<file path="config.mk">
export PLATFORM = sky130hd
export DESIGN_NAME = window_sum_3x3
export DESIGN_NICKNAME = d
export VERILOG_FILES = /design/src/rtl/ws3_pkg.sv /design/src/rtl/ws3_ram.sv /design/src/rtl/window_sum_3x3.sv
export SDC_FILE = /design/constraint.sdc
export NUM_CORES = 1
export LEC_CHECK = 0
export ABC_AREA = 0
export BUFFER_PORTS_ARGS = -buffer_cell sky130_fd_sc_hd__buf_2
export CAP_MARGIN = 20
export CORE_MARGIN = 10
export CORE_UTILIZATION = 35
export DETAILED_ROUTE_END_ITERATION = 8
export PLACE_DENSITY = 0.57
export SYNTH_ARGS = -nofsm -noshare
export SYNTH_HDL_FRONTEND = slang
export SYNTH_HIERARCHICAL = 1
export SYNTH_SLANG_ARGS = --single-unit
</file>
<file path="constraint.sdc">
create_clock -name clk -period 10.49 [get_ports clk]
set_clock_uncertainty 0.15 [all_clocks]
set_input_delay 0.5245 -clock clk [delete_from_list [all_inputs] [get_ports clk]]
set_output_delay 0.5245 -clock clk [all_outputs]
set_load 0.01 [all_outputs]
</file>
<file path="src/rtl/ws3_pkg.sv">
// shared types and constants of the 3x3 window sum block
package ws3_pkg;

	// fixed result field widths and row limit
	localparam int SUM_BITS  = 12;
	localparam int ROW_BITS  = 10;
	localparam int ROW_LIMIT = 1024;

	// configuration register widths and reset values
	localparam int RW_BITS = 7;
	localparam int FR_BITS = 11;
	localparam logic [RW_BITS-1:0] ROW_WIDTH_RST  = 7'd5;
	localparam logic [FR_BITS-1:0] FRAME_ROWS_RST = 11'd5;

	// configuration register index
	typedef enum logic {
		REG_ROW_WIDTH  = 1'b0,
		REG_FRAME_ROWS = 1'b1
	} cfg_idx_t;

endpackage

</file>
<file path="src/rtl/ws3_ram.sv">
// generic single-write, single-read ram with registered read data
module ws3_ram #(
	parameter int WIDTH = 8,
	parameter int DEPTH = 64
) (
	input  logic                     clk,
	input  logic                     we,
	input  logic [$clog2(DEPTH)-1:0] waddr,
	input  logic [WIDTH-1:0]         wdata,
	input  logic                     re,
	input  logic [$clog2(DEPTH)-1:0] raddr,
	output logic [WIDTH-1:0]         rdata
);

	logic [WIDTH-1:0] mem [DEPTH];

	// write port and registered read port
	always_ff @(posedge clk) begin
		if (we) begin
			mem[waddr] <= wdata;
		end
		if (re) begin
			rdata <= mem[raddr];
		end
	end

endmodule

</file>
<file path="src/rtl/window_sum_3x3.sv">
// 3x3 sliding window sum over a raster stream of signed samples
//
//  channel | handshake           | payload
//  --------+---------------------+------------------------------------------------
//  in      | in_valid / in_ready | sample
//  out     | out_valid/out_ready | window_sum, window_row, window_col, last_of_frame
//  cfg     | cfg_valid/cfg_ready | cfg_index, cfg_data
//
// one request per cycle while no stalled result holds the sum stage; a sample and
// its line buffer ram read (registered) feed the sum stage, which loads the
// result register. the ram is written at the same column when the sum stage moves on.
// arst_n clears counters, window columns and handshake state and loads the configuration reset values.
// a stalled result blocks the sum stage only when that stage holds a window.
module window_sum_3x3 #(
	parameter int MAX_COLS     = 64,
	parameter int WINDOW       = 3,
	parameter int SAMPLE_WIDTH = 8
) (
	input  logic                          clk,
	input  logic                          arst_n,
	// sample stream
	input  logic                          in_valid,
	output logic                          in_ready,
	input  logic signed [SAMPLE_WIDTH-1:0] sample,
	// window results
	output logic                          out_valid,
	input  logic                          out_ready,
	output logic signed [ws3_pkg::SUM_BITS-1:0] window_sum,
	output logic [ws3_pkg::ROW_BITS-1:0]  window_row,
	output logic [$clog2(MAX_COLS)-1:0]   window_col,
	output logic                          last_of_frame,
	// configuration writes
	input  logic                          cfg_valid,
	output logic                          cfg_ready,
	input  ws3_pkg::cfg_idx_t             cfg_index,
	input  logic [ws3_pkg::FR_BITS-1:0]   cfg_data
);

	import ws3_pkg::*;

	localparam int COL_W = $clog2(MAX_COLS);
	localparam int SW    = SAMPLE_WIDTH;
	localparam int LB_W  = (WINDOW - 1) * SW;
	localparam int ACC_W = SW + SUM_BITS;
	localparam int CMP_W = (COL_W + 1 > RW_BITS) ? COL_W + 1 : RW_BITS;
	localparam logic [COL_W-1:0] COL_LAST = COL_W'(MAX_COLS - 1);

	// configuration registers
	logic [RW_BITS-1:0] row_width_q;
	logic [FR_BITS-1:0] frame_rows_q;

	// raster position
	logic [COL_W-1:0]    col_count_q;
	logic [ROW_BITS-1:0] row_count_q;
	logic [COL_W-1:0]    col_cur;
	logic [CMP_W-1:0]    w_eff;
	logic [FR_BITS-1:0]  h_eff;
	logic                row_end;
	logic                frame_end;
	logic                win_now;

	// sum stage
	logic                valid_s1;
	logic                win_s1;
	logic                last_s1;
	logic signed [SW-1:0] sample_s1;
	logic [COL_W-1:0]    col_s1;
	logic [ROW_BITS-1:0] wrow_s1;
	logic [COL_W-1:0]    wcol_s1;

	// line buffer ram
	logic [LB_W-1:0] lb_rdata;
	logic [LB_W-1:0] lb_wdata;

	// window columns and sum
	logic signed [SW-1:0] wcols_q [WINDOW-1][WINDOW];
	logic signed [SW-1:0] col_now [WINDOW];
	logic signed [ACC_W-1:0] acc;

	// result register
	logic                       out_valid_q;
	logic signed [SUM_BITS-1:0] sum_q;
	logic [ROW_BITS-1:0]        row_q;
	logic [COL_W-1:0]           col_q;
	logic                       last_q;

	logic in_fire;
	logic s1_go;
	logic s2_free;

	// handshake
	assign s2_free   = !out_valid_q || out_ready;
	assign s1_go     = valid_s1 && (!win_s1 || s2_free);
	assign in_ready  = !valid_s1 || s1_go;
	assign in_fire   = in_valid && in_ready;
	assign cfg_ready = 1'b1;

	// configuration writes
	always_ff @(posedge clk or negedge arst_n) begin
		if (!arst_n) begin
			row_width_q  <= ROW_WIDTH_RST;
			frame_rows_q <= FRAME_ROWS_RST;
		end else if (cfg_valid) begin
			case (cfg_index)
				REG_ROW_WIDTH:  row_width_q  <= cfg_data[RW_BITS-1:0];
				REG_FRAME_ROWS: frame_rows_q <= cfg_data;
				default: ;
			endcase
		end
	end

	// effective frame size and position of the incoming sample
	always_comb begin
		col_cur = (col_count_q > COL_LAST) ? COL_LAST : col_count_q;
		w_eff   = CMP_W'(row_width_q);
		if (w_eff < CMP_W'(WINDOW)) begin
			w_eff = CMP_W'(WINDOW);
		end else if (w_eff > CMP_W'(MAX_COLS)) begin
			w_eff = CMP_W'(MAX_COLS);
		end
		h_eff = frame_rows_q;
		if (h_eff < FR_BITS'(WINDOW)) begin
			h_eff = FR_BITS'(WINDOW);
		end else if (h_eff > FR_BITS'(ROW_LIMIT)) begin
			h_eff = FR_BITS'(ROW_LIMIT);
		end
		row_end   = CMP_W'(col_cur) >= (w_eff - CMP_W'(1));
		frame_end = row_end && (FR_BITS'(row_count_q) >= (h_eff - FR_BITS'(1)));
		win_now   = (row_count_q >= ROW_BITS'(WINDOW - 1))
			&& (col_cur >= COL_W'(WINDOW - 1));
	end

	// row and column counters advance on every accepted request
	always_ff @(posedge clk or negedge arst_n) begin
		if (!arst_n) begin
			col_count_q <= '0;
			row_count_q <= '0;
		end else if (in_fire) begin
			if (row_end) begin
				col_count_q <= '0;
				row_count_q <= frame_end ? '0 : row_count_q + 1'b1;
			end else begin
				col_count_q <= col_cur + 1'b1;
			end
		end
	end

	// sum stage control
	always_ff @(posedge clk or negedge arst_n) begin
		if (!arst_n) begin
			valid_s1 <= 1'b0;
		end else if (in_ready) begin
			valid_s1 <= in_valid;
		end
	end

	// sum stage payload
	always_ff @(posedge clk) begin
		if (in_fire) begin
			win_s1    <= win_now;
			last_s1   <= frame_end;
			sample_s1 <= sample;
			col_s1    <= col_cur;
			wrow_s1   <= row_count_q - ROW_BITS'(WINDOW - 1);
			wcol_s1   <= col_cur - COL_W'(WINDOW - 1);
		end
	end

	// line buffers: every row shifts up one place at its column
	for (genvar g = 0; g < WINDOW - 1; g++) begin : g_lb_shift
		if (g < WINDOW - 2) begin : g_up
			assign lb_wdata[g*SW +: SW] = lb_rdata[(g+1)*SW +: SW];
		end else begin : g_new
			assign lb_wdata[g*SW +: SW] = sample_s1;
		end
	end

	ws3_ram #(
		.WIDTH(LB_W),
		.DEPTH(MAX_COLS)
	) u_ws3_ram (
		.clk   (clk),
		.we    (s1_go),
		.waddr (col_s1),
		.wdata (lb_wdata),
		.re    (in_fire),
		.raddr (col_cur),
		.rdata (lb_rdata)
	);

	// current column: buffered rows above, new sample at the bottom
	always_comb begin
		for (int j = 0; j < WINDOW - 1; j++) begin
			col_now[j] = lb_rdata[j*SW +: SW];
		end
		col_now[WINDOW-1] = sample_s1;
	end

	// adder tree over the whole window
	always_comb begin
		acc = '0;
		for (int i = 0; i < WINDOW - 1; i++) begin
			for (int j = 0; j < WINDOW; j++) begin
				acc = acc + ACC_W'(wcols_q[i][j]);
			end
		end
		for (int j = 0; j < WINDOW; j++) begin
			acc = acc + ACC_W'(col_now[j]);
		end
	end

	// window columns shift left, current column enters last
	always_ff @(posedge clk or negedge arst_n) begin
		if (!arst_n) begin
			for (int i = 0; i < WINDOW - 1; i++) begin
				for (int j = 0; j < WINDOW; j++) begin
					wcols_q[i][j] <= '0;
				end
			end
		end else if (s1_go) begin
			for (int i = 0; i < WINDOW - 2; i++) begin
				for (int j = 0; j < WINDOW; j++) begin
					wcols_q[i][j] <= wcols_q[i+1][j];
				end
			end
			for (int j = 0; j < WINDOW; j++) begin
				wcols_q[WINDOW-2][j] <= col_now[j];
			end
		end
	end

	// result register control
	always_ff @(posedge clk or negedge arst_n) begin
		if (!arst_n) begin
			out_valid_q <= 1'b0;
		end else if (s1_go && win_s1) begin
			out_valid_q <= 1'b1;
		end else if (out_ready) begin
			out_valid_q <= 1'b0;
		end
	end

	// result register payload
	always_ff @(posedge clk) begin
		if (s1_go && win_s1) begin
			sum_q  <= acc[SUM_BITS-1:0];
			row_q  <= wrow_s1;
			col_q  <= wcol_s1;
			last_q <= last_s1;
		end
	end

	assign out_valid     = out_valid_q;
	assign window_sum    = sum_q;
	assign window_row    = row_q;
	assign window_col    = col_q;
	assign last_of_frame = last_q;

endmodule

</file>
; ---- Word level (Yosys, flattened, before mapping)
; Memories as Yosys holds them, arrays and structs flattened. A register that Yosys moved wholly into a read port is not among the register bits.
; Cells that the tools add are included.
[word_totals]
register_bits = 145
latchBits = 0
ram_bits = 1024
mem_bits_ro = 0
mem_count = 1
[op_classes]
n_addsub = 14
mul = 0
div = 0
magnitude_cmp = 9
eq_ne = 0
shifts = 0
mux = 11
bitwise = 1
n_reduce_logical = 15
[memory_table]
columns = memory, words, width, rd, rd_ports_with_merged_regs, wr, line_no
row1 = u_ws3_ram.mem, 64, 16, 1, 1, 1, ws3_ram.sv:15  ; logic [WIDTH-1:0] mem [DEPTH];
[ops]
columns = operator, count
row1 = adder 12 x 8 -> 12 bit, 4
row2 = 2-to-1 mux 11 bit, 2
row3 = 2-to-1 mux 7 bit, 2
row4 = adder 11 x 8 -> 12 bit, 1
row5 = 2-to-1 mux 6 bit, 2
row6 = adder 10 x 8 -> 11 bit, 1
row7 = >= comparator 10 x 11 -> 1 bit, 1
row8 = greater-than comparator 11 bit (second input constant), 1
row9 = < comparator 11 x 2 -> 1 bit (second input constant), 1
row10 = subtractor 11 x 1 -> 11 bit (second input constant), 1
row11 = adder 10 x 1 -> 10 bit (second input constant), 1
row12 = adder 9 x 8 -> 10 bit, 1
row13 = >= comparator 10 x 2 -> 1 bit (second input constant), 1
row14 = 2-to-1 mux 10 bit, 1
row15 = subtractor 10 x 2 -> 10 bit (second input constant), 1
row16 = adder 8 x 8 -> 9 bit, 1
row17 = >= comparator 6 x 7 -> 1 bit, 1
row18 = greater-than comparator 7 bit (second input constant), 1
row19 = < comparator 7 x 2 -> 1 bit (second input constant), 1
row20 = subtractor 7 x 1 -> 7 bit (second input constant), 1
row21 = adder 6 x 1 -> 6 bit (second input constant), 1
row22 = >= comparator 6 x 2 -> 1 bit (second input constant), 1
row23 = greater-than comparator 6 bit (second input constant), 1
row24 = AND reduction 2 bit, 3
row25 = 7 further kinds, 18

; ---- Logic depth before layout (Yosys ltp)
; Gate-level depths: netlist of run 1.
[logic_depth]
depth_word = 8
depth_mapped = 17
depth_no_buf = 17

; ---- Cells and area by module
; The synthesis of run 1 kept the hierarchy.
[by_module_without_submodules]
columns = module, n_inst, cells_per_inst, area_per_inst_um2, seq_area_each_um2
row1 = ws3_ram, 1, 1829, 40202.3, 31230.0
row2 = window_sum_3x3, 1, 635, 8074.0, 3908.7

; ---- Worst setup path before layout of run 1
; Ideal clock, no wire load.
[synth_timing]
path_kind = register -> register
startpoint = reg sample_s1[2]
endpoint = reg sum_q[10], in the netlist window_sum[10], data pin
setup_ns = 0.258
arrival_ns = 4.853
path_slack_ns = 5.229
stages_incl_launch_ff = 18
n_path_buf = 0
synth_period_minus_slack_ns = 5.261
cell_sequence = edfxtp_1 > inv_1 > fa_1 > fa_1 > inv_1 > fa_1 > inv_1 > fa_1 > inv_1 > ha_1 > inv_1 > fa_1 > nor2b_1 > o21ai_1 > a21boi_1 > or4_1 > a31oi_1 > xnor2_1
[synth_between]
elab_chain_len = 1
[synth_rtl]
columns = element, line_no
row1 = from (decl), window_sum_3x3.sv:66  ; logic signed [SW-1:0] sample_s1;
row2 = from (signal assigned), window_sum_3x3.sv:162  ; sample_s1 <= sample;
row3 = adder 12 x 8 -> 12 bit, window_sum_3x3.sv:208  ; acc = acc + ACC_W'(col_now[j]);
row4 = net acc[10], window_sum_3x3.sv:78  ; logic signed [ACC_W-1:0] acc;
row5 = to (signal assigned), window_sum_3x3.sv:246  ; sum_q <= acc[SUM_BITS-1:0];
row6 = to (decl), window_sum_3x3.sv:82  ; logic signed [SUM_BITS-1:0] sum_q;
; The timed path passes the listed nets, and every way through them passes these cells.
; A chain may end at the register's enable or synchronous reset.

; ---- Worst setup path in the final report of run 1
[layout_timing]
startpoint = reg sample_s1[5]
endpoint = reg sum_q[10], in the netlist window_sum[10], data pin
; The elaborated chain is that of the path after synthesis.

==> results of run 1 <==
[path summary, 6_finish.rpt]
path                            slack (ps)              to          from  cells past startpoint
worst min register to register         270   window_row[0]    wrow_s1[0]                      0
max in group asynchronous             9370  row_width_q[0]        arst_n                      3
worst max-delay path                  5600  window_sum[10]  sample_s1[5]                     13
min in group asynchronous              120     wcols_q[16]        arst_n                      2
worst max register to register        5600  window_sum[10]  sample_s1[5]                     13
worst min-delay path                    80        valid_s1     out_ready                      4
[logic make-up (layout without fill, tap and decap cells)]
logic type | Yosys count | in the layout | synth area share
compound gates | 209 | 209 | 0.03092
xor+xnor | 20 | 20 | 0.003628
fa+ha+maj | 97 | 97 | 0.03431
buf+inv | 218 | 482 | 0.02431
flops | 1184 | 1184 | 0.7279
mux | 400 | 400 | 0.1436
other cells | 1 | 3 | 0.00007768
simple gates | 335 | 335 | 0.03525
[layer usage]
| metal | vias up | wire length [um] | global-route usage |
|---|---|---|---|
| li1 | 10186 | - | - |
| met1 | 12768 | 49260 | 0.2071 |
| met4 | 2 | 2887 | 0.04439 |
| met2 | 797 | 54640 | 0.2391 |
| met5 | - | 11 | 0 |
| met3 | 161 | 7527 | 0.02308 |
[worst max-delay path, stage by stage (launching register included)]
cell      delay, ps
edfxtp_1        320
buf_4           520
inv_1           150
fa_1            530
fa_1            520
fa_1            530
fa_1            550
inv_1            40
ha_1            340
o21ai_1         130
a21boi_1        120
or4_1           400
a31oi_1         220
xnor2_1         110
[stage by stage]
step | hold WS (ps) | power, mW | utilization | instance area [um^2] | setup slack [ps]
floorplan | 78.91 | 13.21 | - | 48280 | 5229
global placement | 255.4 | 15.18 | 0.3694 | 50730 | 5642
detailed placement | 255.4 | 15.34 | 0.3704 | 50860 | 5520
CTS | 35.77 | 19.50 | 0.3993 | 54830 | 5513
global route | 90.48 | 20.64 | 0.3997 | 54890 | 5306
finish | 81.99 | 19.20 | 0.3997 | 54890 | 5596
[final cells by class]
type / count / area, um^2
antenna: 2 / 5.005
timing repair buffer: 172 / 1343
clock inverter: 72 / 623.1
sequential: 1184 / 35150
fill: 12075 / 82430
inverter: 90 / 337.8
clock buffer: 148 / 3139
tap: 1794 / 2245
multi-input combinational: 1062 / 12050
[flip-flops by register name (all words and copies together), names as in the netlist]
name,flops
col_count_q,6
col_s1,6
frame_rows_q,11
last_of_frame,1
last_s1,1
out_valid,1
row_count_q,10
row_width_q,7
sample_s1,8
u_ws3_ram/mem,1024
u_ws3_ram/rdata,16
valid_s1,1
wcol_s1,5
wcols_q,48
win_s1,1
window_col,6
window_row,10
window_sum,12
wrow_s1,10
[Yosys cell counts, types with 5 or more instances]
cell         n  share of area
a211oi_1    11         0.0017
and4_1       6         0.0011
a221oi_1    16         0.0029
o21ai_0     19         0.0020
nand2_1     88         0.0068
nand3_1     37         0.0038
a21o_1      11         0.0017
a41oi_1      5        0.00091
clkbuf_1    45         0.0035
xnor2_1     11         0.0020
or4_1        6        0.00093
edfxtp_1  1100           0.68
a22o_1      11         0.0020
buf_12       5         0.0021
o21ai_1      7        0.00073
xor2_1       9         0.0016
mux2_2      90          0.021
nor4_2       5         0.0013
fa_1        59          0.024
buf_2       37         0.0038
buf_4       14         0.0022
nor2b_1     39         0.0051
a31oi_1     12         0.0016
nor3_1      12         0.0012
a211o_1      8         0.0015
inv_1       90         0.0070
a221o_1      6         0.0012
nor2_1      92         0.0072
a21oi_1     36         0.0037
nand2b_1     8         0.0010
dfrtp_1     80          0.041
mux4_2     220           0.10
nand4_1     16         0.0021
a22oi_1     39         0.0061
a311oi_1     8         0.0015
mux2i_1     86          0.018
ha_1        38         0.0098
buf_6       18         0.0042
[where the power goes]
group | leakage [nW] | internal, mW | total (mW) | switching [mW]
combinational | 5.15 | 3.77 | 8.51 | 4.75
clock | 1.82 | 2.36 | 4.11 | 1.75
sequential | 10.9 | 6.27 | 6.57 | 0.308
==> results.sh, run 1 <==
export IMPL_fin_nets=2751
export IMPL_synth_cells=2464
export IMPL_leakage_nw=17.88
export IMPL_power_density_nw_per_um2=349.8
export IMPL_grt_antenna_before_repair=6
export IMPL_mostFrequentLayoutCells="1,100 x edfxtp_1, 220 x mux4_2, 121 x clkbuf_16"
export IMPL_min_path_type="in2reg"
export IMPL_htree_levels=3
export IMPL_syn_nets=2586
export IMPL_core_um2=137300
export IMPL_cap_violations=0
export IMPL_drt_iter0_markers=2064
export IMPL_hold_violations=0
export IMPL_wirelength_um=114300
export IMPL_vias=23914
export IMPL_ios=57
export IMPL_syn_cell_area_um2=48280
export IMPL_port_buffer_count=55
export IMPL_tritoncts="done"
export IMPL_postRouteAntennaNets=0
export IMPL_start_util=0.3516
export IMPL_wl_per_cell_um=25.27
export IMPL_postSynthAreaPerCell_um2=19.59
export IMPL_synth_edff_count=1100
export IMPL_final_common_cell="edfxtp_1"
export IMPL_remaining_drc_errors=0
export IMPL_ys_flop_type="edfxtp_1"
export IMPL_cts_sinks=1184
export IMPL_critPathCaptureType="flop"
export IMPL_grt_max_degree=104
export IMPL_setup_violations_final=0
export IMPL_cp_start_kind="flop"
export IMPL_grtUsageTotal=0.1483
export IMPL_ys_ff_latch=1184
export IMPL_drive_above_1_share=0.2496
export IMPL_ys_async_sr_fraction=0.07095
export IMPL_cts_buffers=119
export IMPL_die_w_um=391.4
export IMPL_fin_crit_ps=4894
export IMPL_rsz0062_at_grt="no"
export IMPL_dieArea_um2=153200
export IMPL_drv_slew=0
export IMPL_vdd_ir_drop_worst_mv=1.077
export IMPL_syn2layout_area_growth_pct=13.71
export IMPL_clkTransAtPathRegs_ps=60
export IMPL_die_h_um=391.4
export IMPL_seq_area_frac_synth=0.7279
export IMPL_cp_arrival_ps=5180
export IMPL_gr_total_overflow=0
export IMPL_ys_types=70
export IMPL_via_per_inst=5.286
export IMPL_post_cts_setup_buffers=0
export IMPL_routabilityCongestion=0.7605
export IMPL_dp_hpwl_um=67210
export IMPL_fp_row_count=136
export IMPL_clk_latency_ps=700
export IMPL_status="finished clean"
export IMPL_cp_required_ps=10780
export IMPL_max_freq_mhz=204.3
export IMPL_worst_pin_slew_ps=1182
export IMPL_slew_headroom=0.2082
export IMPL_period_share=0.4665
export IMPL_ctsHoldBuffers=21
export IMPL_clock_tree_buffer_depth=3
export IMPL_first_pass_iters=5
export IMPL_cts_root_buf="clkbuf_16"
export IMPL_grt_pass1_wl_um=169700
export IMPL_dpl_cell_count=4278
export IMPL_stdcell_count=4524
export IMPL_crit_type="reg2reg"
export IMPL_critPathMaxFanout=66
export IMPL_ctsResizeCount=0
export IMPL_yosysWarningCount=6
export IMPL_grt_pass1_vias=24690
export IMPL_final_setup_tns_ps=0
Power figures use the tool's default switching activity.
==> run 2: changes to the inputs <==
ABC_AREA = 1   (was 0)
clock period = 4.9 ns   (was 10.49 ns; I/O delays follow)
==> run 2 against run 1 <==
Design area is 3.7% higher. Core utilization is 0.25 points lower. Largest cell class unchanged. Critical endpoint unchanged. Synthesized cell count is 75% higher. First-iteration DRC count is 47% higher. Power is 130% higher. Die area is 4.2% higher. Highest routed layer is now met4. Clock-buffer cell count is 10 higher. Sequential power is 110% higher.
==> results.sh, run 2 <==
export IMPL_fill_cells=13497
export IMPL_period_share=0.9093
export IMPL_clock_tree_buffer_depth=3
export IMPL_worst_pin_slew_ps=876.4
export IMPL_critPathCaptureType="flop"
export IMPL_cts_sinks=1184
export IMPL_grtUsageTotal=0.1610
export IMPL_drive_above_1_share=0.08748
export IMPL_ctsHoldBuffers=29
export IMPL_path_common_cell="nand2_1"
export IMPL_grt_max_degree=176
export IMPL_cp_slowest_stage_delay_ps=550
export IMPL_diodes=0
export IMPL_synth_top_area_cell="edfxtp_1"
export IMPL_grt_antenna_before_repair=1
export IMPL_dieArea_um2=159600
export IMPL_critPathMaxFanout=3
export IMPL_min_path_type="in2reg"
export IMPL_die_w_um=399.5
export IMPL_cap_violations=0
export IMPL_ys_ff_latch=1184
export IMPL_dp_hpwl_um=72610
export IMPL_ys_async_sr_fraction=0.07095
export IMPL_via_per_inst=5.054
export IMPL_yosysWarningCount=6
export IMPL_ctsResizeCount=0
export IMPL_htree_levels=3
export IMPL_final_setup_tns_ps=0
export IMPL_wirelength_um=131400
export IMPL_rrSetupSlack_ps=440
export IMPL_vdd_ir_drop_worst_mv=1.916
export IMPL_cp_num_buf_inv=5
export IMPL_clk_latency_ps=710
export IMPL_hold_violations=0
export IMPL_ys_flop_type="edfxtp_1"
export IMPL_first_pass_iters=5
export IMPL_slew_headroom=0.4157
export IMPL_setup_violations_final=0
export IMPL_core_um2=143300
export IMPL_power_frac_seq=0.316
export IMPL_cp_top_family="adder cells"
export IMPL_cp_required_ps=5210
export IMPL_status="finished clean"
export IMPL_reg2reg_to="window_sum[10]"
export IMPL_r2r_start="wcols_q[2]"
export IMPL_largest_reg_flops=1024
export IMPL_switching_share=0.4112
export IMPL_crit_type="reg2reg"
export IMPL_design_area_um2=56930
export IMPL_internal_power_mw=26.26
export IMPL_cts_root_buf="clkbuf_16"
export IMPL_seqCellArea_um2=35150
export IMPL_cp_arrival_ps=4770
export IMPL_power_density_nw_per_um2=783.4
export IMPL_synth_common_cells="1,511 x nand2_1, 1,100 x edfxtp_1, 893 x nand3_1"
export IMPL_clkPwrFrac=0.207
export IMPL_final_common_cell="nand2_1"
export IMPL_netSwitchingPower_mw=18.34
export IMPL_remaining_drc_errors=0
export IMPL_synth_most_common_cell="nand2_1"
export IMPL_hold_path_end="sample_s1[7]"
export IMPL_grt_pass1_vias=31238
export IMPL_port_buffer_count=55
export IMPL_reg_top3="u_ws3_ram/mem (1024), wcols_q (48), u_ws3_ram/rdata (16)"
export IMPL_grt_pass1_wl_um=198000
export IMPL_vias=32378
export IMPL_slowest_stage="fa_1"
export IMPL_top_register="u_ws3_ram/mem"
export IMPL_ios=57
export IMPL_leakage_nw=21.27
export IMPL_syn_nets=4446
export IMPL_seq_area_frac_synth=0.6972
export IMPL_die_h_um=399.5
export IMPL_post_cts_setup_buffers=0
export IMPL_crit_chain="fa_1 -> inv_1 -> fa_1 -> inv_1 -> fa_1 -> inv_1 -> fa_1 -> inv_1 -> ha_2 -> inv_2 -> fa_2 -> o21ai_2 -> nand2_1 -> nand2_1 -> nand2_1 -> nand2_1 -> nand2_1 -> nand2_1 -> a21oi_2 -> xnor2_1"
export IMPL_hold_path_cell_count=2
export IMPL_mostFrequentLayoutCells="1,510 x nand2_1, 1,100 x edfxtp_1, 893 x nand3_1"
export IMPL_hold_ws_ps=134.8
export IMPL_post_route_util=0.3973
export IMPL_postRouteAntennaNets=0
export IMPL_gr_total_overflow=0
export IMPL_max_freq_mhz=224.4
export IMPL_synth_top_area_frac=0.6553
export IMPL_synth_cells=4324
export IMPL_cts_buffers=120
export IMPL_synth_area_top_cells="edfxtp_1 66%, nand2_1 11%, nand3_1 8.9%, dfrtp_1 4.0%, fa_1 2.3%"
export IMPL_cp_start_kind="flop"
export IMPL_drv_slew=0
export IMPL_routabilityCongestion=0.7986
export IMPL_p_comb_frac=0.477
export IMPL_start_util=0.3517
export IMPL_drt_iter0_markers=3028
export IMPL_syn2layout_area_growth_pct=12.95
export IMPL_synth_edff_count=1100
export IMPL_fp_row_count=139
export IMPL_clkTransAtPathRegs_ps=60
export IMPL_fin_nets=4530
export IMPL_syn_cell_area_um2=50400
export IMPL_fin_crit_ps=4456
export IMPL_min_from="sample[7]"
export IMPL_wl_per_cell_um=20.50
export IMPL_tritoncts="done"
export IMPL_ys_types=47
export IMPL_p_total_mw=44.60
export IMPL_postSynthAreaPerCell_um2=11.66
export IMPL_reg2reg_depth=20
export IMPL_rsz0062_at_grt="no"
export IMPL_placed_area_um2=52730
export IMPL_multi_input_area_um2=13250
==> run 2: changes by cell type after synthesis, moves of 14 or more <==
cell and change:
a21oi_1 -17, a221oi_1 -16, a22oi_1 -39, buf_1 +14
buf_2 +77, buf_6 +32, inv_1 +45, mux2_2 -88
mux2i_1 -86, mux4_2 -220, nand2_1 +1423, nand3_1 +856
nor2b_1 -39, o21ai_0 +28
==> run 2: power groups by stage <==
stage | combinational, mW | sequential, mW | clock [mW]
final | 21.3 | 14.1 | 9.23
after global routing | 24.2 | 14.1 | 9.81
after CTS | 21.5 | 14.1 | 9.40
after detailed placement | 21.4 | 14.3 | 0
after global placement | 21.2 | 14.3 | 0
after floorplan | 15.7 | 14.4 | 0
==> run 2: through the flow <==
stage,std cells,setup slack (ps)
after floorplan,4324,15.65
after global placement,6159,420.1
after detailed placement,6160,433.6
after CTS,6407,411.9
after global routing,6407,166.4
final,6407,444.2
==> run 2: kinds of logic (layout without fill, tap and decap cells) <==
logic type      Yosys count  after routing  share of synthesized area
fa+ha+maj                97             97                    0.03287
other cells               1              1                 0.00007440
xor+xnor                 24             24                   0.004170
simple gates           2543           2543                     0.2148
mux                       2              2                  0.0004468
compound gates           83             83                   0.009259
buf+inv                 390            570                    0.04118
flops                  1184           1184                     0.6972
==> run 2: final cells by class <==
| cell class | count | share of cell area |
|---|---|---|
| flip-flops and latches | 1184 | 0.6174 |
| repair buffers | 208 | 0.02919 |
| inverters | 144 | 0.009978 |
| well taps | 1903 | 0.04182 |
| clock buffers | 158 | 0.05617 |
| clock inverters | 60 | 0.01259 |
| multi-input cells | 2750 | 0.2328 |
==> run 2: how the worst max path moves through the flow <==
stage / startpoint / endpoint / slack, ps / depth (start not counted)
global placement: wcols_q[2] / window_sum[10] / 420 / 20
detailed placement: wcols_q[2] / window_sum[10] / 430 / 20
finish: wcols_q[2] / window_sum[10] / 440 / 20
floorplan: sample_s1[2] / window_sum[10] / 20 / 20
CTS: wcols_q[2] / window_sum[10] / 410 / 20
global route: wcols_q[2] / window_sum[10] / 170 / 20
==> run 2: routing by layer <==
| metal | part of all wire | vias to the layer above | track usage | wire [um] |
|---|---|---|---|---|
| met4 | 0.024 | 0 | 0.04712 | 3195 |
| met5 | 0 | - | 0 | 0 |
| met2 | 0.48 | 958 | 0.2635 | 62610 |
| met1 | 0.44 | 16129 | 0.2228 | 57640 |
| li1 | - | 15117 | - | - |
| met3 | 0.060 | 174 | 0.02176 | 7933 |
